File: config.mk
export PLATFORM = sky130hd
export DESIGN_NAME = pbwp_queue
export DESIGN_NICKNAME = d
export VERILOG_FILES = /design/src/rtl/core/pbwp_pkg.sv /design/src/rtl/core/pbwp_queue.sv
export SDC_FILE = /design/constraint.sdc
export NUM_CORES = 1
export LEC_CHECK = 0
export BUFFER_PORTS_ARGS = -buffer_cell sky130_fd_sc_hd__buf_2
export CAP_MARGIN = 20
export CORE_MARGIN = 4
export CORE_UTILIZATION = 48
export CTS_CLUSTER_DIAMETER = 50
export DETAILED_ROUTE_END_ITERATION = 16
export HOLD_SLACK_MARGIN = 0.05
export PLACE_DENSITY_LB_ADDON = 0.1
export SYNTH_ARGS = -nofsm -noshare
export SYNTH_HDL_FRONTEND = slang
export SYNTH_SLANG_ARGS = --single-unit
File: constraint.sdc
create_clock -name clk -period 1.4 [get_ports clk]
set_input_delay 0.14 -clock clk [delete_from_list [all_inputs] [get_ports clk]]
set_output_delay 0.14 -clock clk [all_outputs]
set_load 0.05 [all_outputs]
File: src/rtl/core/pbwp_pkg.sv
// ----------------------------------------------------------------------------
// pbwp_pkg
// Shared constants and types of the Poisson-binomial cluster probability block.
// ----------------------------------------------------------------------------
package pbwp_pkg;

    localparam int DEF_MAX_ALIGNMENTS = 64;
    localparam int DEF_PROB_BITS      = 16;

    localparam logic KIND_WEIGHT = 1'b0;
    localparam logic KIND_ALIGN  = 1'b1;

    typedef enum logic [1:0] {
        B_IDLE,
        B_SWEEP,
        B_SUM,
        B_OUT
    } back_state_t;

    typedef struct packed {
        logic full;
        logic empty;
    } queue_stat_t;

endpackage

File: src/rtl/core/pbwp_queue.sv
// ----------------------------------------------------------------------------
// pbwp_queue
// Two-entry word queue between front and back.
// ----------------------------------------------------------------------------
module pbwp_queue import pbwp_pkg::*; #(
    parameter int DW = 8
) (
    input  logic          clk,
    input  logic          rst_n,
    input  logic          push,
    input  logic [DW-1:0] push_data,
    input  logic          pop,
    output logic [DW-1:0] head,
    output queue_stat_t   stat
);

    logic [DW-1:0] entry_reg [2];
    logic          wr_ptr_reg;
    logic          rd_ptr_reg;
    logic [1:0]    count_reg;

    assign head       = entry_reg[rd_ptr_reg];
    assign stat.full  = (count_reg == 2'd2);
    assign stat.empty = (count_reg == 2'd0);

    always_ff @(posedge clk or negedge rst_n)
    begin
        if (!rst_n)
        begin
            wr_ptr_reg <= 1'b0;
            rd_ptr_reg <= 1'b0;
            count_reg  <= 2'd0;
        end
        else
        begin
            if (push)
                wr_ptr_reg <= ~wr_ptr_reg;
            if (pop)
                rd_ptr_reg <= ~rd_ptr_reg;
            if (push && !pop)
                count_reg <= count_reg + 2'd1;
            else if (pop && !push)
                count_reg <= count_reg - 2'd1;
        end
    end

    always_ff @(posedge clk)
    begin
        if (push)
            entry_reg[wr_ptr_reg] <= push_data;
    end

endmodule

## Word-level counts from Yosys, hierarchy flattened

Memory sizes are Yosys's and may differ from the RTL's.
Cells that the tools add are included.
W data, S select, Z words.

| storage, ports and cells | value |
|---|---|
| flip-flop bits (word level) | 4 |
| RAM bits | 16 |
| input port bits | 12 |
| output and inout bits | 10 |
| word-level logic and storage cells | 19 |
| memories | 1 |

| cells by class | value |
|---|---|
| add/subtract/negate cells | 2 |
| eq/ne operators | 1 |
| mux-type cells | 4 |
| bitwise gates (word level) | 2 |
| reduce and logical (&&, ||, !) cells | 6 |

Memory list:

| memory | words | bits a word | rd ports | clocked after memory_dff | wr ports | line | text |
|---|---|---|---|---|---|---|---|
| entry_reg | 2 | 8 | 1 | 0 | 1 | pbwp_queue.sv:17 | `logic [DW-1:0] entry_reg [2];` |

Operators by type and width:

| kind | number |
|---|---|
| $mux W2 | 2 |
| $add A2 B1 Y2 const B | 1 |
| $eq A2 B2 Y1 const B | 1 |
| $logic_and A1 B1 Y1 | 2 |
| $logic_not A1 Y1 | 2 |
| $logic_not A2 Y1 | 1 |
| $mux W1 | 2 |
| $not A1 Y1 | 2 |
| $reduce_bool A2 Y1 | 1 |
| $sub A2 B1 Y2 const B | 1 |

## Longest topological paths before layout

| depth | value |
|---|---|
| depth in word-level cells | 4 |
| gate-level depth with buffers | 5 |

## Worst setup path after synthesis

No wires, ideal clock.

| timing | value |
|---|---|
| path kind | reg-to-output |
| from | reg count_reg[0] |
| to | out stat[0] (netlist bit) |
| arrival | 1.070 ns |
| required time | 1.260 ns |
| setup slack | 0.190 ns |
| cell stages (with the launch flop) | 2 |
| path buffers | 0 |
| cell sequence | dfrtp_1 -> nor2_1 |

RTL lines:

| item | line | text |
|---|---|---|
| from (decl) | pbwp_queue.sv:20 | `logic [1:0] count_reg;` |
| from (signal assigned) | pbwp_queue.sv:41 | `count_reg <= count_reg + 2'd1;` |
| from (signal assigned) | pbwp_queue.sv:43 | `count_reg <= count_reg - 2'd1;` |
| to (decl) | pbwp_queue.sv:14 | `output queue_stat_t stat` |

## Worst setup path after layout

| timing | value |
|---|---|
| from | reg rd_ptr_reg |
| to | out head[5] |

| between the ends | value |
|---|---|
| word-level cells in the longest chain between the ends | 1 |

Ends and longest elaborated chain:

| item | line | text |
|---|---|---|
| from (decl) | pbwp_queue.sv:19 | `logic rd_ptr_reg;` |
| from (signal assigned) | pbwp_queue.sv:39 | `rd_ptr_reg <= ~rd_ptr_reg;` |
| $mem_v2 Z2 W8 | -- |  |
| to (decl) | pbwp_queue.sv:13 | `output logic [DW-1:0] head,` |

No other way between the ends.

==> flow_metrics.env <==
export IMPL_htree_num_levels=1
export IMPL_die_x_um=48.1
export IMPL_intPower_uw=1450
export IMPL_dp_slack_ns=0.110
export IMPL_p_switching_uw=926
export IMPL_dp_hpwl_um=840
export IMPL_pin_count=22
export IMPL_startpoint="rd_ptr_reg"
export IMPL_slew_headroom_pct=74.1
export IMPL_finalNonFillerCells=96
export IMPL_die_area_um2=2310
export IMPL_clk_path_buf_depth=2
export IMPL_synth_edf_count=16
export IMPL_hp_class="input port to flip-flop"
export IMPL_fin_crit_sh_pct=102
export IMPL_rows=14
export IMPL_crit_family="flip-flops"
export IMPL_pwr_share_clk_pct=10.9
export IMPL_critical_path_required_ns=1.26
export IMPL_slew_violations=0
export IMPL_first_iter_violations=7
export IMPL_clk_latency_ns=0.28
export IMPL_rsz0062_at_grt="true"
export IMPL_cts_root_buffer="clkbuf_4"
export IMPL_grt_total_usage_pct=12.5
export IMPL_syn_instance_count=41
export IMPL_synth_area_top_cells="edfxtp_1 62%, dfrtp_1 13%, mux2_2 12%"
export IMPL_critical_path_class="flip-flop to output pin"
export IMPL_ys_seq_elements=20
export IMPL_die_height_um=48.1
export IMPL_async_flop_share_pct=20.0
export IMPL_violations="negative setup slack"
export IMPL_seq_area_frac_synth_pct=75.3
export IMPL_synth_distinct_cells=12
export IMPL_p_total_uw=2370
export IMPL_antenna_left=0
export IMPL_rrSetupSlack_ns=0.31
export IMPL_rr_worst_depth=1
export IMPL_synth_main_ff_cell="edfxtp_1"
export IMPL_cpMaxStageDelayCell="dfrtp_2"
export IMPL_grt_max_degree=12
export IMPL_power_leakage_uw=0.000466
export IMPL_crit_fanout=5
export IMPL_antennaDiodeCount=0
export IMPL_cap_violations=0
export IMPL_io_buffers=21
export IMPL_synth_top_area_share_pct=62.3
export IMPL_synth_top_area_cell="edfxtp_1"
export IMPL_wirelength_um=1190
export IMPL_fin_skew_ns=0.00307
export IMPL_reg2reg_from="wr_ptr_reg"
export IMPL_largest_reg_flops=16
export IMPL_syn_avg_cell_area_um2=18.8
export IMPL_dp_cells=78
export IMPL_setup_viol=8
export IMPL_area_growth_pct=45.1
export IMPL_synth_area_um2=771
export IMPL_antenna_found_initial=0
export IMPL_p_comb_share_pct=51.8
export IMPL_status="finished, violations left"
export IMPL_first_pass_iters=4
export IMPL_max_vdd_ir_drop_mv=1.28
export IMPL_crit_path_end="head[5]"
export IMPL_setup_ws_ns=-0.0296
export IMPL_coreArea_um2=1510
export IMPL_cts_tree="done"
export IMPL_crit_path_start_kind="flip-flop"
export IMPL_overflow=0
export IMPL_vias_per_cell=4.70
export IMPL_max_freq_ghz=0.699
export IMPL_cts_sinks=20
export IMPL_arrival_ns=1.29
export IMPL_grt_pass1_vias=462
export IMPL_post_route_drc_count=0
export IMPL_critPathBufInv=2
export IMPL_grt_first_pass_wirelength_um=1930
export IMPL_syn_num_nets=54
export IMPL_n_fill_cell=102
export IMPL_synth_most_common_cell="edfxtp_1"
export IMPL_synth_yosys_warnings=0
export IMPL_yosys_top_cells_count="16 x edfxtp_1, 8 x mux2_2, 4 x dfrtp_1, 4 x xor2_1, 2 x nor2_1"
export IMPL_wire_per_inst_um=12.4
export IMPL_path_cells="buf_6 -> mux2_4 -> buf_8"
export IMPL_swShare_pct=39.0
export IMPL_initial_core_util_pct=51.2
export IMPL_clkTransAtPathRegs_ns=0.10
export IMPL_finalCriticalPeriod_ns=1.43
export IMPL_fin_nets=94
export IMPL_drive_gt1_share_pct=48.8
export IMPL_critPathMaxStageDelay_ns=0.42
export IMPL_place_congestion=0.670
export IMPL_r2r_end="entry_reg[1][5]"
export IMPL_num_vias=451
export IMPL_worstSetupPathDepth=3
export IMPL_finish_utilization_pct=74.3
export IMPL_p_per_area_nw_per_um2=2120
export IMPL_seq_power_share_pct=37.2
export IMPL_crit_path_end_kind="output pin"
export IMPL_worstMarginPinSlew_ns=0.388
export IMPL_hold_violations=0
export IMPL_cts_inserted_buffers=3
==> timing repair <==
action,in CTS,in global routing
setup buffers,3,1
endpoints found under the hold margin,21,0
gates cloned,0,0
hold buffers,10,0
resized for setup,21,2
setup endpoints to repair,8,8
==> metrics by stage <==
step,hold slack [ns],instance area [um^2],TNS (ns)
floorplan,-0.156,771,0
global placement,-0.0475,892,0
detailed placement,-0.0466,892,0
CTS,0.0500,1100,-0.251
global route,0.0626,1120,-0.695
finish,0.0642,1120,-0.131
==> cells by family (layout without fill, tap and decap cells) <==
family	after synthesis	count (layout)	share of synthesized area, %
flip-flops	20	20	75.3
buffers and inverters	2	41	1.95
multiplexers	8	8	11.7
adder cells (fa/ha/maj)	1	1	1.62
AND/OR/NAND/NOR	5	5	3.74
XOR/XNOR	5	5	5.68
==> placed cells by master, fill, tap and decap left out <==
cell type / netlist / routed
buf_2: 0 / 13
buf_6: 1 / 8
dfrtp_2: 0 / 1
nor2b_1: 1 / 1
nor2_1: 2 / 2
edfxtp_1: 16 / 16
buf_4: 0 / 3
buf_8: 0 / 2
and2_1: 1 / 1
xor2_1: 4 / 4
xnor2_1: 1 / 1
dlygate4sd3_1: 0 / 10
clkbuf_1: 0 / 1
ha_1: 1 / 1
and2b_2: 1 / 1
dfrtp_1: 4 / 3
inv_1: 1 / 1
clkbuf_4: 0 / 3
mux2_4: 0 / 1
mux2_2: 8 / 7
==> power by group through the flow <==
stage	sequential [uW]	combinational (uW)	clock [uW]
final	884	1230	259
after global routing	906	1300	307
after global placement	928	885	0
after CTS	882	1210	279
after detailed placement	932	898	0
after floorplan	874	784	0
==> worst min-delay path by stage <==
stage / depth (start not counted) / start / to / slack (ns)
final: 2 / push / wr_ptr_reg / 0.06
after global routing: 2 / push / wr_ptr_reg / 0.06
after CTS: 2 / push / wr_ptr_reg / 0.05
after detailed placement: 1 / rst_n / count_reg[1] / -0.05
after global placement: 1 / rst_n / count_reg[1] / -0.05
after floorplan: 0 / rst_n / count_reg[0] / -0.16
==> metal layers <==
layer / part of all wire [%] / GRT usage, %
met4: 0 / 4.84
met5: 0 / 0
met3: 6.5 / 3.38
met1: 44 / 16.2
met2: 50 / 20.1
==> layout make-up <==
| type | instances | area, um^2 | share of cell area (%) |
|---|---|---|---|
| timing repair buffer | 36 | 308 | 27.5 |
| tap | 16 | 20.0 | 1.79 |
| multi-input combinational | 19 | 179 | 16.0 |
| inverter | 1 | 3.75 | 0.336 |
| clock buffer | 4 | 26.3 | 2.35 |
| sequential | 20 | 582 | 52.0 |
Power figures use the tool's default switching activity.
