==> config.mk <==
export PLATFORM = sky130hd
export DESIGN_NAME = pbwp_front
export DESIGN_NICKNAME = d
export VERILOG_FILES = /design/src/rtl/core/pbwp_pkg.sv /design/src/rtl/core/pbwp_front.sv
export SDC_FILE = /design/constraint.sdc
export NUM_CORES = 1
export LEC_CHECK = 0
export ABC_AREA = 1
export BUFFER_PORTS_ARGS = -buffer_cell sky130_fd_sc_hd__buf_2
export CORE_UTILIZATION = 45
export DETAILED_ROUTE_END_ITERATION = 8
export GPL_TIMING_DRIVEN = 1
export PLACE_DENSITY = 0.72
export SLEW_MARGIN = 5
export SYNTH_ARGS = -nofsm -noshare
export SYNTH_HDL_FRONTEND = slang
export SYNTH_SLANG_ARGS = --single-unit
==> constraint.sdc <==
create_clock -name vclk -period 7.21
set_input_delay 1.0815 -clock vclk [all_inputs]
set_output_delay 1.0815 -clock vclk [all_outputs]
set_load 0.03 [all_outputs]
==> src/rtl/core/pbwp_pkg.sv <==
// ----------------------------------------------------------------------------
// pbwp_pkg
// Shared constants and types of the Poisson-binomial cluster probability block.
// ----------------------------------------------------------------------------
package pbwp_pkg;

    localparam int DEF_MAX_ALIGNMENTS = 64;
    localparam int DEF_PROB_BITS      = 16;

    localparam logic KIND_WEIGHT = 1'b0;
    localparam logic KIND_ALIGN  = 1'b1;

    typedef enum logic [1:0] {
        B_IDLE,
        B_SWEEP,
        B_SUM,
        B_OUT
    } back_state_t;

    typedef struct packed {
        logic full;
        logic empty;
    } queue_stat_t;

endpackage

==> src/rtl/core/pbwp_front.sv <==
// ----------------------------------------------------------------------------
// pbwp_front
// Accepts words, saturates probabilities, forms the rounded success chance.
// ----------------------------------------------------------------------------
module pbwp_front import pbwp_pkg::*; #(
    parameter int MAX_ALIGNMENTS = DEF_MAX_ALIGNMENTS,
    parameter int PROB_BITS      = DEF_PROB_BITS,
    localparam int PW = PROB_BITS + 1,
    localparam int CW = $clog2(MAX_ALIGNMENTS + 1),
    localparam int DW = PW + CW + 34
) (
    input  logic              start,
    output logic              busy,
    input  logic              kind,
    input  logic [PW-1:0]     align_prob,
    input  logic [PW-1:0]     pair_prob,
    input  logic [CW-1:0]     weight_index,
    input  logic [PW-1:0]     weight_value,
    input  logic [31:0]       cluster_id,
    input  logic              last,
    input  queue_stat_t       stat,
    output logic              push,
    output logic [DW-1:0]     push_data
);

    localparam logic [PW-1:0]   ONE  = PW'(1) << PROB_BITS;
    localparam logic [2*PW-1:0] HALF = (2*PW)'(1) << (PROB_BITS - 1);

    logic [PW-1:0]   a_sat;
    logic [PW-1:0]   b_sat;
    logic [PW-1:0]   w_sat;
    logic [2*PW-1:0] prod;
    logic [PW-1:0]   q;
    logic [PW-1:0]   val;

    assign busy  = stat.full;
    assign push  = start && !stat.full;
    assign a_sat = (align_prob > ONE) ? ONE : align_prob;
    assign b_sat = (pair_prob > ONE) ? ONE : pair_prob;
    assign w_sat = (weight_value > ONE) ? ONE : weight_value;
    assign prod  = (2*PW)'(a_sat) * (2*PW)'(b_sat) + HALF;
    assign q     = prod[2*PROB_BITS:PROB_BITS];
    assign val   = (kind == KIND_ALIGN) ? q : w_sat;
    assign push_data = {kind, val, weight_index, cluster_id, last};

endmodule

Yosys cells after proc, flatten, opt, wreduce, memory -nomap -nowiden --
Cells that the tools add are included.
Cells by class: $add $sub $neg 1, multipliers 1, order comparisons 3, mux-type cells 4, reductions and logical operators 2
Operators with widths (number):
- 2-to-1 mux 17 bit | 4
- greater-than comparator 17 bit, second input constant | 3
- adder 33 x 16 -> 33 bit, second input constant | 1
- multiplier 17 x 17 -> 33 bit | 1
- logical AND 1 bit | 1
- zero test 1 bit | 1
Storage, ports and cells: register bits 0, input bits 95, output and inout port bits 60, word-level logic and storage cells 11

Depth between registers and ports, before layout --
depth after elaboration 5, gate-level depth with buffers 32, gate-level depth less buffers 31

Least setup slack after synthesis --
Ideal clock, no wire load.
kind input -> output, from input port pair_prob[1], to output port push_data[53], data arrival time 7.098 ns, required time 6.128 ns, path slack -0.969 ns, stages 28, path buffers 1, path through nor2_1 > nand3_1 > nor2_1 > nand2_1 > nand2_2 > inv_1 > nor2_1 > clkbuf_1 > nand2_1 > fa_1 > inv_1 > fa_1 > inv_1 > fa_1 > inv_1 > fa_1 > fa_1 > inv_1 > fa_1 > inv_1 > ha_1 > a21oi_1 > o21ai_0 > a21oi_1 > nor2_1 > nor4_1 > nand3_1 > a31oi_1
Between the ends: longest elaborated chain between the ends 5
Ends and longest elaborated chain:
- start, declared | line pbwp_front.sv:16 | input logic [PW-1:0] pair_prob,
- greater-than comparator 17 bit | line pbwp_front.sv:39 | assign b_sat = (pair_prob > ONE) ? ONE : pair_prob;
- 2-to-1 mux 17 bit (*) | line pbwp_front.sv:39
- multiplier 17 x 17 -> 33 bit (*) | line pbwp_front.sv:41 | assign prod = (2*PW)'(a_sat) * (2*PW)'(b_sat) + HALF;
- adder 33 x 16 -> 33 bit (*) | line pbwp_front.sv:41
- 2-to-1 mux 17 bit (*) | line pbwp_front.sv:43 | assign val = (kind == KIND_ALIGN) ? q : w_sat;
- end, declared | line pbwp_front.sv:23 | output logic [DW-1:0] push_data
Mark *: on every way between the ends. The rest lies on a longest branch, timed or not.

Final worst setup path --
from input port align_prob[9], to output port push_data[47]
Between the ends: longest elaborated chain between the ends 5
Ends and longest elaborated chain:
- start, declared | line pbwp_front.sv:15 | input logic [PW-1:0] align_prob,
- greater-than comparator 17 bit | line pbwp_front.sv:38 | assign a_sat = (align_prob > ONE) ? ONE : align_prob;
- 2-to-1 mux 17 bit (*) | line pbwp_front.sv:38
- multiplier 17 x 17 -> 33 bit (*) | line pbwp_front.sv:41
- adder 33 x 16 -> 33 bit (*) | line pbwp_front.sv:41
- 2-to-1 mux 17 bit (*) | line pbwp_front.sv:43
Marks and branches as above.

==> impl_metrics.env <==
export IMPL_antenna_left=0
export IMPL_syn_inst=1391
export IMPL_register_area_um2=0
export IMPL_violations="setup timing"
export IMPL_synth_area_per_cell_um2=7.41
export IMPL_power_switching_w=0.00141
export IMPL_n_sequential_cell=0
export IMPL_ir_drop_v=0.000310
export IMPL_period_share_pct=113
export IMPL_fmax_mhz=123
export IMPL_fin_ws_ps=-909
export IMPL_finalPower_w=0.00255
export IMPL_firstDrtPassIters=5
export IMPL_grt_pass1_vias=10600
export IMPL_hold_buffers=0
export IMPL_worst_setup_path_type="in -> out"
export IMPL_outcome="finished, violations left"
export IMPL_hp_class="in -> out"
export IMPL_critPathLaunchType="input port"
export IMPL_multiInputGateArea_um2=9900
export IMPL_fp_row_count=55
export IMPL_routed_via_density=5.20
export IMPL_critPathTopFamily="adder cells"
export IMPL_cp_num_buf_inv=10
export IMPL_p_seq_share_pct=0
export IMPL_layout_drive_gt1_share_pct=37.5
export IMPL_grtUsageTotal_pct=28.5
export IMPL_whs_path_depth=0
export IMPL_gp_congestion=0.930
export IMPL_p_per_area_nw_per_um2=179
export IMPL_yosysWarnings=0
export IMPL_dpl_cell_count=1896
export IMPL_cp_arrival_ps=7040
export IMPL_via_count=10000
export IMPL_leakage_nw=7.55
export IMPL_fin_nets=2081
export IMPL_slowest_delay_ps=590
export IMPL_wirelength_mm=33.1
export IMPL_coreArea_um2=22600
export IMPL_hold_viol_final=0
export IMPL_drtIter0Drc=545
export IMPL_tightest_slew_ps=490
export IMPL_antenna_found_initial=0
export IMPL_drv_slew=0
export IMPL_hpwl_mm=28.1
export IMPL_rsz0062_at_grt="yes"
export IMPL_crit_path_top_delay_cell="fa_1"
export IMPL_start_util_pct=45.7
export IMPL_maxCapViolCount=0
export IMPL_die_w_um=153
export IMPL_swShare_pct=55.3
export IMPL_wire_per_inst_um=17.1
export IMPL_clockBufferCount=0
export IMPL_fin_crit_ps=8120
export IMPL_port_buffer_count=74
export IMPL_syn_area_um2=10300
export IMPL_antenna_cells=0
export IMPL_ys_types=31
export IMPL_io_pin_count=155
export IMPL_crit_path_frequent_cell="fa_1"
export IMPL_gr_total_overflow=0
export IMPL_slew_headroom_pct=67.3
export IMPL_worstPathRequired_ps=6130
export IMPL_path_max_fanout=7
export IMPL_end_kind="output pin"
export IMPL_grt_pass1_wl_mm=53.0
export IMPL_drc=0
export IMPL_dieArea_um2=23500
export IMPL_min_to="push_data[10]"
export IMPL_final_cells=1934
export IMPL_power_frac_clock_pct=0
export IMPL_setup_viol=17
export IMPL_yosysSeqAreaShare_pct=0
export IMPL_num_fill_cells=1794
export IMPL_p_int_w=0.00114
export IMPL_hp_start="cluster_id[9]"
export IMPL_synth_nets=1821
export IMPL_dieHeight_um=153
export IMPL_area_growth_pct=38.1
export IMPL_pwr_share_comb_pct=100.0
export IMPL_grt_max_degree=21
[cell families (layout without fill, tap and decap cells)]
kind of cell | Yosys count | after routing | share of synthesized area (%)
buffers and inverters | 409 | 666 | 16.5
XOR/XNOR | 9 | 9 | 0.764
adder cells (fa/ha/maj) | 335 | 335 | 56.9
AO/OA/AOI/OAI | 76 | 76 | 4.03
AND/OR/NAND/NOR | 562 | 563 | 21.8
[layout by cell type (no fill, tap or decap), types with 34 or more instances in the layout]
cell type / synthesis / layout
inv_1: 327 / 278
buf_4: 42 / 219
nand2_1: 284 / 215
fa_1: 223 / 207
nor2_1: 201 / 140
ha_1: 112 / 97
buf_2: 5 / 51
buf_6: 0 / 49
nand2_2: 4 / 41
inv_2: 0 / 41
nand3_1: 44 / 38
nor2_2: 1 / 36
nand2_4: 1 / 34
[worst max path at each step]
stage                    from             to  cells past startpoint
3_3_place_gp   align_prob[13]  push_data[53]                     29
3_5_place_dp   align_prob[13]  push_data[53]                     28
4_1_cts         align_prob[9]  push_data[53]                     28
2_1_floorplan  align_prob[11]  push_data[53]                     26
5_1_grt         align_prob[5]  push_data[47]                     33
6_report        align_prob[9]  push_data[47]                     32
[cells in the mapped netlist, drive strengths merged]
| library cell | count | share of area, % |
|---|---|---|
| clkinv | 9 | 0.33 |
| nor4 | 7 | 0.42 |
| a211oi | 3 | 0.22 |
| nor3 | 10 | 0.49 |
| nand4 | 2 | 0.12 |
| o31ai | 1 | 0.073 |
| buf | 47 | 3.3 |
| o211ai | 1 | 0.073 |
| clkbuf | 26 | 0.95 |
| a31oi | 3 | 0.18 |
| nand2 | 289 | 11 |
| o21ai | 19 | 0.92 |
| o211a | 1 | 0.097 |
| a21oi | 42 | 2.0 |
| a21o | 3 | 0.22 |
| fa | 223 | 43 |
| xnor2 | 5 | 0.42 |
| o21a | 2 | 0.15 |
| xor2 | 4 | 0.34 |
| nand3 | 45 | 2.2 |
| inv | 327 | 12 |
| nand3b | 7 | 0.51 |
| ha | 112 | 14 |
| nor2 | 202 | 7.4 |
| o22ai | 1 | 0.061 |
[cell type report]
cell class,instances,area share [%]
multi-input cells,983,69.5
inverters,336,9.31
well taps,285,2.50
repair buffers,330,18.7
[repair_timing]
| item | CTS | global route |
|---|---|---|
| pin swaps | 90 | 62 |
| buffers inserted | 21 | 17 |
| gates resized for setup | 200 | 121 |
| setup endpoints to repair | 17 | 17 |
| gates cloned | 1 | 0 |
[per-stage QoR]
step | utilization (%) | setup TNS, ps | worst slack (ps) | area (um^2) | hold WS (ps)
after global routing | 63.1 | -17190 | -1110 | 14200 | 2160
after floorplan | - | -2100 | -341 | 11000 | 2270
after detailed placement | 56.9 | -16920 | -1110 | 12800 | 2160
final | 63.1 | -13570 | -909 | 14200 | 2160
after CTS | 60.7 | -12130 | -776 | 13700 | 2160
after global placement | 56.9 | -15490 | -1050 | 12800 | 2160
[power groups by stage]
stage	logic (W)	clock network, W	registers [W]
floorplan	0.00123	0	0
global placement	0.00191	0	0
detailed placement	0.00193	0	0
CTS	0.00232	0	0
global route	0.00274	0	0
finish	0.00255	0	0
[routing by layer]
| metal | share of wire, % | track usage [%] | vias to the layer above |
|---|---|---|---|
| li1 | - | - | 4588 |
| met1 | 39 | 37.6 | 4910 |
| met2 | 49 | 49.3 | 466 |
| met3 | 7.8 | 3.29 | 84 |
| met4 | 3.8 | 8.24 | 0 |
| met5 | 0 | 0 | - |
(Power assumes the default switching activity.)
