`src/rtl/core/pbwp_pkg.sv`:
```
// ----------------------------------------------------------------------------
// pbwp_pkg
// Shared constants and types of the Poisson-binomial cluster probability block.
// ----------------------------------------------------------------------------
package pbwp_pkg;

    localparam int DEF_MAX_ALIGNMENTS = 64;
    localparam int DEF_PROB_BITS      = 16;

    localparam logic KIND_WEIGHT = 1'b0;
    localparam logic KIND_ALIGN  = 1'b1;

    typedef enum logic [1:0] {
        B_IDLE,
        B_SWEEP,
        B_SUM,
        B_OUT
    } back_state_t;

    typedef struct packed {
        logic full;
        logic empty;
    } queue_stat_t;

endpackage

```
`src/rtl/core/pbwp_back.sv`:
```
// ----------------------------------------------------------------------------
// pbwp_back
// Sweeps the count distribution per alignment and forms the weighted sum.
// ----------------------------------------------------------------------------
module pbwp_back import pbwp_pkg::*; #(
    parameter int MAX_ALIGNMENTS = DEF_MAX_ALIGNMENTS,
    parameter int PROB_BITS      = DEF_PROB_BITS,
    localparam int PW = PROB_BITS + 1,
    localparam int CW = $clog2(MAX_ALIGNMENTS + 1),
    localparam int DW = PW + CW + 34
) (
    input  logic          clk,
    input  logic          rst_n,
    input  queue_stat_t   stat,
    input  logic [DW-1:0] head,
    output logic          pop,
    output logic          done,
    output logic [31:0]   result_cluster,
    output logic [PW-1:0] cluster_prob,
    output logic          overflowed
);

    localparam logic [PW-1:0]   ONE  = PW'(1) << PROB_BITS;
    localparam logic [2*PW-1:0] HALF = (2*PW)'(1) << (PROB_BITS - 1);
    localparam logic [CW-1:0]   MAXC = CW'(MAX_ALIGNMENTS);

    back_state_t state_reg, state_next;

    logic [PW-1:0] dist_mem [MAX_ALIGNMENTS+1];
    logic [PW-1:0] w_mem    [MAX_ALIGNMENTS+1];
    logic          w_valid_reg [MAX_ALIGNMENTS+1];

    logic            h_kind;
    logic [PW-1:0]   h_val;
    logic [CW-1:0]   h_idx;
    logic [31:0]     h_cid;
    logic            h_last;

    logic [CW-1:0]   cnt_reg;
    logic            flag_reg;
    logic [PW-1:0]   q_reg;
    logic [PW-1:0]   nq_reg;
    logic [31:0]     cid_reg;
    logic            last_reg;
    logic            zero_old_reg;
    logic [CW-1:0]   step_reg;
    logic            issue_reg;
    logic [PW-1:0]   upper_reg;
    logic            s1_v_reg;
    logic [CW-1:0]   s1_k_reg;
    logic            s2_v_reg;
    logic [CW-1:0]   s2_k_reg;
    logic [2*PW-1:0] p1_reg;
    logic [2*PW-1:0] p2_reg;
    logic [PW-1:0]   acc_reg;
    logic [PW-1:0]   rd_data_reg;
    logic [PW-1:0]   wd_reg;
    logic            wv_reg;

    logic            drained;
    logic            w_write;
    logic [CW-1:0]   rd_addr;
    logic [PW-1:0]   lower;
    logic [PW-1:0]   wsel;
    logic [2*PW-1:0] m1;
    logic [2*PW-1:0] m2;
    logic [2*PW-1:0] rnd1;
    logic [2*PW-1:0] rnd2;
    logic [PW-1:0]   r1;
    logic [PW-1:0]   r2;
    logic [PW:0]     dsum;
    logic [PW-1:0]   dsat;
    logic [PW:0]     asum;
    logic [PW-1:0]   asat;

    assign h_kind = head[DW-1];
    assign h_val  = head[DW-2 -: PW];
    assign h_idx  = head[CW+32 -: CW];
    assign h_cid  = head[32:1];
    assign h_last = head[0];

    assign drained = !issue_reg && !s1_v_reg && !s2_v_reg;
    assign w_write = pop && (h_kind == KIND_WEIGHT) && (h_idx >= CW'(1)) && (h_idx <= MAXC);
    assign rd_addr = (state_reg == B_SWEEP) ?
                     ((step_reg == '0) ? '0 : step_reg - CW'(1)) : step_reg;

    assign lower = (s1_k_reg == '0) ? '0 :
                   (zero_old_reg && s1_k_reg == CW'(1)) ? ONE : rd_data_reg;
    assign wsel  = wv_reg ? wd_reg : ONE;

    always_comb
    begin
        if (state_reg == B_SWEEP)
        begin
            m1 = (2*PW)'(lower) * (2*PW)'(q_reg);
            m2 = (2*PW)'(upper_reg) * (2*PW)'(nq_reg);
        end
        else
        begin
            m1 = (2*PW)'(rd_data_reg) * (2*PW)'(wsel);
            m2 = '0;
        end
    end

    assign rnd1 = p1_reg + HALF;
    assign rnd2 = p2_reg + HALF;
    assign r1   = rnd1[2*PROB_BITS:PROB_BITS];
    assign r2   = rnd2[2*PROB_BITS:PROB_BITS];
    assign dsum = {1'b0, r1} + {1'b0, r2};
    assign dsat = (dsum > {1'b0, ONE}) ? ONE : dsum[PW-1:0];
    assign asum = {1'b0, acc_reg} + {1'b0, r1};
    assign asat = (asum > {1'b0, ONE}) ? ONE : asum[PW-1:0];

    assign done           = (state_reg == B_OUT);
    assign result_cluster = cid_reg;
    assign cluster_prob   = acc_reg;
    assign overflowed     = flag_reg;

    always_comb
    begin
        state_next = state_reg;
        pop        = 1'b0;
        unique case (state_reg)
            B_IDLE:
            begin
                if (!stat.empty)
                begin
                    pop = 1'b1;
                    if (h_kind == KIND_ALIGN)
                    begin
                        if (cnt_reg < MAXC)
                            state_next = B_SWEEP;
                        else if (h_last)
                            state_next = B_SUM;
                    end
                end
            end
            B_SWEEP:
            begin
                if (drained)
                    state_next = last_reg ? B_SUM : B_IDLE;
            end
            B_SUM:
            begin
                if (drained)
                    state_next = B_OUT;
            end
            B_OUT:
            begin
                state_next = B_IDLE;
            end
            default:
            begin
                state_next = B_IDLE;
            end
        endcase
    end

    always_ff @(posedge clk or negedge rst_n)
    begin
        if (!rst_n)
        begin
            state_reg <= B_IDLE;
            cnt_reg   <= '0;
            flag_reg  <= 1'b0;
            issue_reg <= 1'b0;
            s1_v_reg  <= 1'b0;
            s2_v_reg  <= 1'b0;
            for (int i = 0; i <= MAX_ALIGNMENTS; i++)
                w_valid_reg[i] <= 1'b0;
        end
        else
        begin
            state_reg <= state_next;
            s1_v_reg  <= issue_reg;
            s2_v_reg  <= s1_v_reg;

            if (issue_reg)
            begin
                if (state_reg == B_SWEEP)
                begin
                    if (step_reg == '0)
                        issue_reg <= 1'b0;
                    else
                        step_reg <= step_reg - CW'(1);
                end
                else
                begin
                    if (step_reg == cnt_reg)
                        issue_reg <= 1'b0;
                    else
                        step_reg <= step_reg + CW'(1);
                end
            end

            if (w_write)
                w_valid_reg[h_idx] <= 1'b1;

            if (pop && h_kind == KIND_ALIGN)
            begin
                cid_reg  <= h_cid;
                last_reg <= h_last;
                if (cnt_reg < MAXC)
                begin
                    q_reg        <= h_val;
                    nq_reg       <= ONE - h_val;
                    zero_old_reg <= (cnt_reg == '0);
                    cnt_reg      <= cnt_reg + CW'(1);
                    step_reg     <= cnt_reg + CW'(1);
                    issue_reg    <= 1'b1;
                    upper_reg    <= '0;
                end
                else
                begin
                    flag_reg <= 1'b1;
                end
            end

            if (state_next == B_SUM && state_reg != B_SUM)
            begin
                step_reg  <= CW'(1);
                issue_reg <= 1'b1;
                acc_reg   <= '0;
            end

            if (issue_reg)
                wv_reg <= w_valid_reg[step_reg];

            if (s1_v_reg)
            begin
                s2_k_reg <= s1_k_reg;
                p1_reg   <= m1;
                p2_reg   <= m2;
                if (state_reg == B_SWEEP)
                    upper_reg <= lower;
            end
            s1_k_reg <= step_reg;

            if (s2_v_reg && state_reg == B_SUM)
                acc_reg <= asat;

            if (state_reg == B_OUT)
            begin
                cnt_reg  <= '0;
                flag_reg <= 1'b0;
            end
        end
    end

    always_ff @(posedge clk)
    begin
        if (issue_reg)
        begin
            rd_data_reg <= dist_mem[rd_addr];
            wd_reg      <= w_mem[step_reg];
        end
        if (s2_v_reg && state_reg == B_SWEEP)
            dist_mem[s2_k_reg] <= dsat;
        if (w_write)
            w_mem[h_idx] <= h_val;
    end

endmodule

```
`config.mk`:
```
export PLATFORM = sky130hd
export DESIGN_NAME = pbwp_back
export DESIGN_NICKNAME = d
export VERILOG_FILES = /design/src/rtl/core/pbwp_pkg.sv /design/src/rtl/core/pbwp_back.sv
export SDC_FILE = /design/constraint.sdc
export NUM_CORES = 2
export LEC_CHECK = 0
export BUFFER_PORTS_ARGS = -buffer_cell sky130_fd_sc_hd__buf_2
export CAP_MARGIN = 20
export CORE_ASPECT_RATIO = 1.5
export CORE_MARGIN = 2
export CORE_UTILIZATION = 55
export CTS_CLUSTER_DIAMETER = 60
export DETAILED_ROUTE_END_ITERATION = 6
export PLACE_DENSITY = 0.77
export SLEW_MARGIN = 20
export SYNTH_ARGS = -nofsm -noshare
export SYNTH_HDL_FRONTEND = slang
export SYNTH_SLANG_ARGS = --single-unit
```
`constraint.sdc`:
```
create_clock -name clk -period 7.29 [get_ports clk]
set_input_delay 0 -clock clk [delete_from_list [all_inputs] [get_ports clk]]
set_output_delay 0 -clock clk [all_outputs]
set_load 0.01 [all_outputs]
```
* Word-level counts from Yosys, hierarchy flattened
Memory sizes are Yosys's and may differ from the RTL's. A register that Yosys moved wholly into a read port is not among the register bits. Index checks and enable logic that the tools add are counted.
Operators by class: equality and inequality tests 8, add/sub/neg operators 8, multiplexer cells 52, multipliers 3, order comparisons 8, reduce and logical (&&, ||, !) cells 28, bitwise logic cells 4
Operator list (number):
- $mux W17 | 11
- $mul A17 B17 Y33 | 3
- $mux W7 | 11
- $add A33 B16 Y33 const B | 2
- $or A65 B65 Y65 | 1
- $add A17 B17 Y18 | 2
- $gt A18 B17 Y1 const B | 2
- $mux W33 | 1
- $logic_not A7 Y1 | 3
- $mux W1 | 19
- $sub A17 B17 Y17 const A | 1
- $ge A8 B8 Y1 const B | 2
- $not A7 Y8 | 2
- $add A7 B1 Y7 const B | 2
- $mux W2 | 7
- $reduce_and A2 Y1 | 6
- $logic_and A1 B1 Y1 | 11
- $lt A8 B1 Y1 const B | 1
- $pmux W2 S4 | 1
- $bmux W1 S7 | 1
- $demux W1 S7 | 1
- $eq A7 B1 Y1 const B | 1
- $eq A7 B7 Y1 | 1
- $ge A7 B1 Y1 const B | 1
- other kinds (11) | 18
Word-level totals: memories kept 2, logic and storage cells 197, output and inout bits 52, bits in writable memories 2210, input port bits 62, register bits 268
Memories:
- dist_mem | depth 65, bits a word 17, read ports 1, clocked after memory_dff 1, wr ports 1, line pbwp_back.sv:29 | logic [PW-1:0] dist_mem [MAX_ALIGNMENTS+1];
- w_mem | depth 65, bits a word 17, read ports 1, clocked after memory_dff 1, wr ports 1, line pbwp_back.sv:30 | logic [PW-1:0] w_mem [MAX_ALIGNMENTS+1];

* Depth between registers and ports, before layout
word-level depth 9, depth in mapped cells 29, depth with buffers taken out 26

* Worst setup path after synthesis
Ideal clock, no wire load.
path kind reg-to-reg, start point register s1_k_reg[2], end point register p1_reg[28], data pin, arrival time 7.063 ns, library setup time 0.270 ns, required time 7.020 ns, clock period less this slack 7.333 ns, cell stages (with the launch flop) 28, setup slack -0.043 ns, path buffers 3, cell sequence edfxtp_1 > or4_1 > nor3_1 > o21ai_0 > clkbuf_1 > clkbuf_1 > clkbuf_1 > and3_1 > fa_1 > inv_1 > fa_1 > fa_1 > inv_1 > fa_1 > fa_1 > inv_1 > fa_1 > inv_1 > ha_1 > a211oi_1 > o21ai_0 > a311oi_1 > o21ai_0 > a211o_1 > a21oi_1 > o21bai_1 > xnor2_1 > a21oi_1
On the way: cells in the longest elaborated chain, start to end 6, elaborated cells between the ends (all ways) 7, classes of those cells mul (1); eq/ne (1); mux (3); reduce/logical (2)
RTL lines:
- start: declaration | line pbwp_back.sv:50 | logic [CW-1:0] s1_k_reg;
- start signal: assignment | line pbwp_back.sv:237 | s1_k_reg <= step_reg;
- $eq A7 B1 Y1 | line pbwp_back.sv:88 | (zero_old_reg && s1_k_reg == CW'(1)) ? ONE : rd_data_reg;
- $logic_and A1 B1 Y1 | line pbwp_back.sv:88
- $mux W17 | line pbwp_back.sv:88
- $mux W17 * | line pbwp_back.sv:87 | assign lower = (s1_k_reg == '0) ? '0 :
- $mul A17 B17 Y33 * | line pbwp_back.sv:95 | m1 = (2*PW)'(lower) * (2*PW)'(q_reg);
- $mux W33 * | line pbwp_back.sv:93 | if (state_reg == B_SWEEP)
- via m1[28] | line pbwp_back.sv:65 | logic [2*PW-1:0] m1;
- end signal: assignment | line pbwp_back.sv:232 | p1_reg <= m1;
- end: declaration | line pbwp_back.sv:53 | logic [2*PW-1:0] p1_reg;
Mark *: on every way through the listed nets, which the timed path passes. The rest lies on a longest branch. A chain may end at the register's enable or synchronous reset.

* Worst setup path in the final report
start point register s1_k_reg[6], end point register p1_reg[31], data pin
Same word-level chain as after synthesis.

==> impl_metrics.env <==
export IMPL_drtIter0Drc=9607
export IMPL_boundaryPins=114
export IMPL_required_ns=7.89
export IMPL_fp_row_count=214
export IMPL_max_cap_violations=0
export IMPL_dp_hpwl_um=219000
export IMPL_route_detailed_drc=5
export IMPL_tightest_slew_ns=1.31
export IMPL_die_w_um=393
export IMPL_crit_buf_inv=8
export IMPL_synth_edf_count=2403
export IMPL_end_kind="flop"
export IMPL_nFillCells=16200
export IMPL_drt_first_pass_iters=7
export IMPL_r2r_cells=26
export IMPL_clock_sinks=2481
export IMPL_slowest_delay_ns=0.57
export IMPL_vias_per_cell=6.30
export IMPL_yosysWarnings=0
export IMPL_worstPathArrival_ns=7.70
export IMPL_final_max_slew_viol_count=0
export IMPL_pre_cts_ws_ns=-0.227
export IMPL_grt_pass1_wl_um=515000
export IMPL_clock_path_buffers=4
export IMPL_critical_path_class="flop to flop"
export IMPL_startpoint_type="flop"
export IMPL_die_h_um=587
export IMPL_grt_max_degree=124
export IMPL_synth_area_leaders="edfxtp_1, fa_1, mux4_2, nand2_1, ha_1"
export IMPL_hp_class="primary input to flop"
export IMPL_numPortBuffers=112
export IMPL_async_flop_share_pct=3.14
export IMPL_nets=10300
export IMPL_synth_top_area_share_pct=57.9
export IMPL_cts_tree="built"
export IMPL_syn_avg_cell_area_sq_um=14.2
export IMPL_rsz0062_at_grt="true"
export IMPL_cp_max_fo=8
export IMPL_drt_wl_total_um=351000
export IMPL_fp_coreArea_sq_mm=0.226
export IMPL_cpMostUsedCell="fa_1"
export IMPL_yosysTopAreaCell="edfxtp_1"
export IMPL_multi_input_area_sq_mm=0.0462
export IMPL_reg2reg_from="s1_k_reg[6]$_DFFE_PP_"
export IMPL_initial_utilization_pct=55.2
export IMPL_setup_viol=0
export IMPL_finalHoldViolCount=0
export IMPL_violations="design-rule violations"
export IMPL_vias=78100
export IMPL_h_tree_depth=4
export IMPL_placedCellCount=11900
export IMPL_clockRootBuffer="clkbuf_16"
export IMPL_cts_buffers=220
export IMPL_syn2layout_area_growth_pct=11.9
export IMPL_relSlewSlack_pct=11.7
export IMPL_r2r_slack_ns=0.19
export IMPL_crit_start="s1_k_reg[6]$_DFFE_PP_"
export IMPL_final_seq_area_sq_mm=0.0741
export IMPL_fin_crit_ns=7.10
export IMPL_r2r_end="p1_reg[31]$_DFFE_PP_"
export IMPL_post_drt_wl_per_cell_um=28.3
export IMPL_cp_top_family="adder cells"
export IMPL_clk_pin_slew_worst_paths_ns=0.07
export IMPL_skew_ns=0.0827
export IMPL_fin_crit_sh_pct=97.4
export IMPL_synth_commonest_cells="edfxtp_1, nand2_1, inv_1"
export IMPL_final_layout_size_suffix_gt1_share_pct=15.4
export IMPL_synthCells=8812
export IMPL_synth_most_common_cell="edfxtp_1"
export IMPL_yosys_most_used_dff="edfxtp_1"
export IMPL_ys_ff_latch=2481
export IMPL_grt_pass1_vias=81200
export IMPL_setup_worst_path_end="p1_reg[31]$_DFFE_PP_"
export IMPL_grt_overflow=0
export IMPL_synth_distinct_cells=75
export IMPL_status="finished with violations"
export IMPL_fin_setup_tns_ns=0
export IMPL_fmax_mhz=141
export IMPL_gp_congestion=0.968
export IMPL_yosysSeqAreaShare_pct=59.4
export IMPL_die_area_sq_mm=0.231
export IMPL_syn_area_sq_mm=0.125
export IMPL_cp_depth=26
export IMPL_clkLatencyLatePin_ns=0.93
export IMPL_critPathSlowestCell="or4_4"
export IMPL_antenna_found_initial=24
export IMPL_grt_usage_pct=30.4
export IMPL_final_antenna_net_count=0
export IMPL_setup_ws_ns=0.191
export IMPL_stdcell_count=12400
## routing by layer
metal,track usage [%],vias up,wire length [um]
li1,-,32200,-
met1,36.0,39700,115000
met4,18.6,22,24500
met2,51.4,5008,176000
met5,0,-,127
met3,5.73,1259,34700
## what timing repair did
| item | 4_1_cts | 5_1_grt |
|---|---|---|
| setup buffers | 5 | 9 |
| resized for setup | 23 | 79 |
| pin swaps | 6 | 27 |
| endpoints found under the setup margin | 10 | 14 |
| endpoints found under the hold margin | 997 | 0 |
| cloned | 3 | 3 |
| hold buffers | 99 | 0 |
## how the worst min path moves through the flow
stage	cells past startpoint	slack [ns]	endpoint	from
global route	2	0.15	w_mem[8][0]$_DFFE_PP_	head[40]
floorplan	0	-0.30	cnt_reg[0]$_DFFE_PN0P_	rst_n
CTS	2	0.07	w_mem[10][2]$_DFFE_PP_	head[42]
global placement	1	0.09	cnt_reg[6]$_DFFE_PN0P_	rst_n
detailed placement	1	0.1	cnt_reg[6]$_DFFE_PN0P_	rst_n
finish	2	0.14	w_mem[10][2]$_DFFE_PP_	head[42]
## layout by cell type, fill, tap and decap left out, drive strengths merged, types with 28 or more instances in the layout
master | netlist | final
buf | 154 | 520
clkbuf | 337 | 284
xnor2 | 92 | 92
dfrtp | 78 | 78
fa | 665 | 665
nor3 | 28 | 28
ha | 349 | 349
nand3 | 346 | 346
nor4 | 48 | 48
a21o | 31 | 31
nand2 | 1521 | 1521
mux4 | 378 | 378
a31oi | 149 | 149
dlygate4sd3 | 0 | 98
inv | 826 | 838
mux2i | 143 | 143
a21oi | 88 | 88
nor2 | 238 | 238
or2 | 70 | 70
and2 | 134 | 134
clkinv | 0 | 75
xor2 | 49 | 49
edfxtp | 2403 | 2403
and3 | 223 | 223
a32oi | 135 | 135
o21ai | 90 | 94
## kinds of logic (layout without fill, tap and decap cells)
| group | count (synthesis) | count (layout) | share of synthesized area (%) |
|---|---|---|---|
| mux | 539 | 539 | 8.14 |
| buf+inv | 1317 | 1840 | 4.17 |
| other cells | 1 | 31 | 0.00301 |
| compound gates | 611 | 615 | 3.37 |
| fa+ha+maj | 1014 | 1014 | 14.2 |
| simple gates | 2708 | 2708 | 9.73 |
| flops | 2481 | 2481 | 59.4 |
| xor+xnor | 141 | 141 | 0.990 |
## final cells by class
| type | instances | share of cell area [%] |
|---|---|---|
| sequential | 2481 | 53.1 |
| multi-input combinational | 5034 | 33.1 |
| clock buffer | 283 | 4.29 |
| timing repair buffer | 620 | 3.70 |
| tap | 3024 | 2.71 |
| inverter | 826 | 2.22 |
| clock inverter | 111 | 0.810 |
| antenna | 14 | 0.0251 |
## stage by stage
stage               instance area (sq um)  hold slack, ns  utilization [%]
floorplan                          125000          -0.296                -
global placement                   131000          0.0905             57.8
detailed placement                 131000          0.0973             57.8
CTS                                139000          0.0685             61.5
global route                       139000           0.150             61.7
finish                             139000           0.145             61.7
## worst reg2reg max path, delay by kind of cell, from the launching register on
kind,cells,cell delay [ns]
AO/OA/AOI/OAI,6,1.29
XOR/XNOR,1,0.15
adder cells (fa/ha/maj),7,3.13
buffers and inverters,8,0.87
flip-flops,1,0.40
multiplexers,1,0.09
AND/OR/NAND/NOR,3,0.91
Power is not shown: default switching activity piles up to over one toggle a cycle in this logic, so the estimate is an artifact.
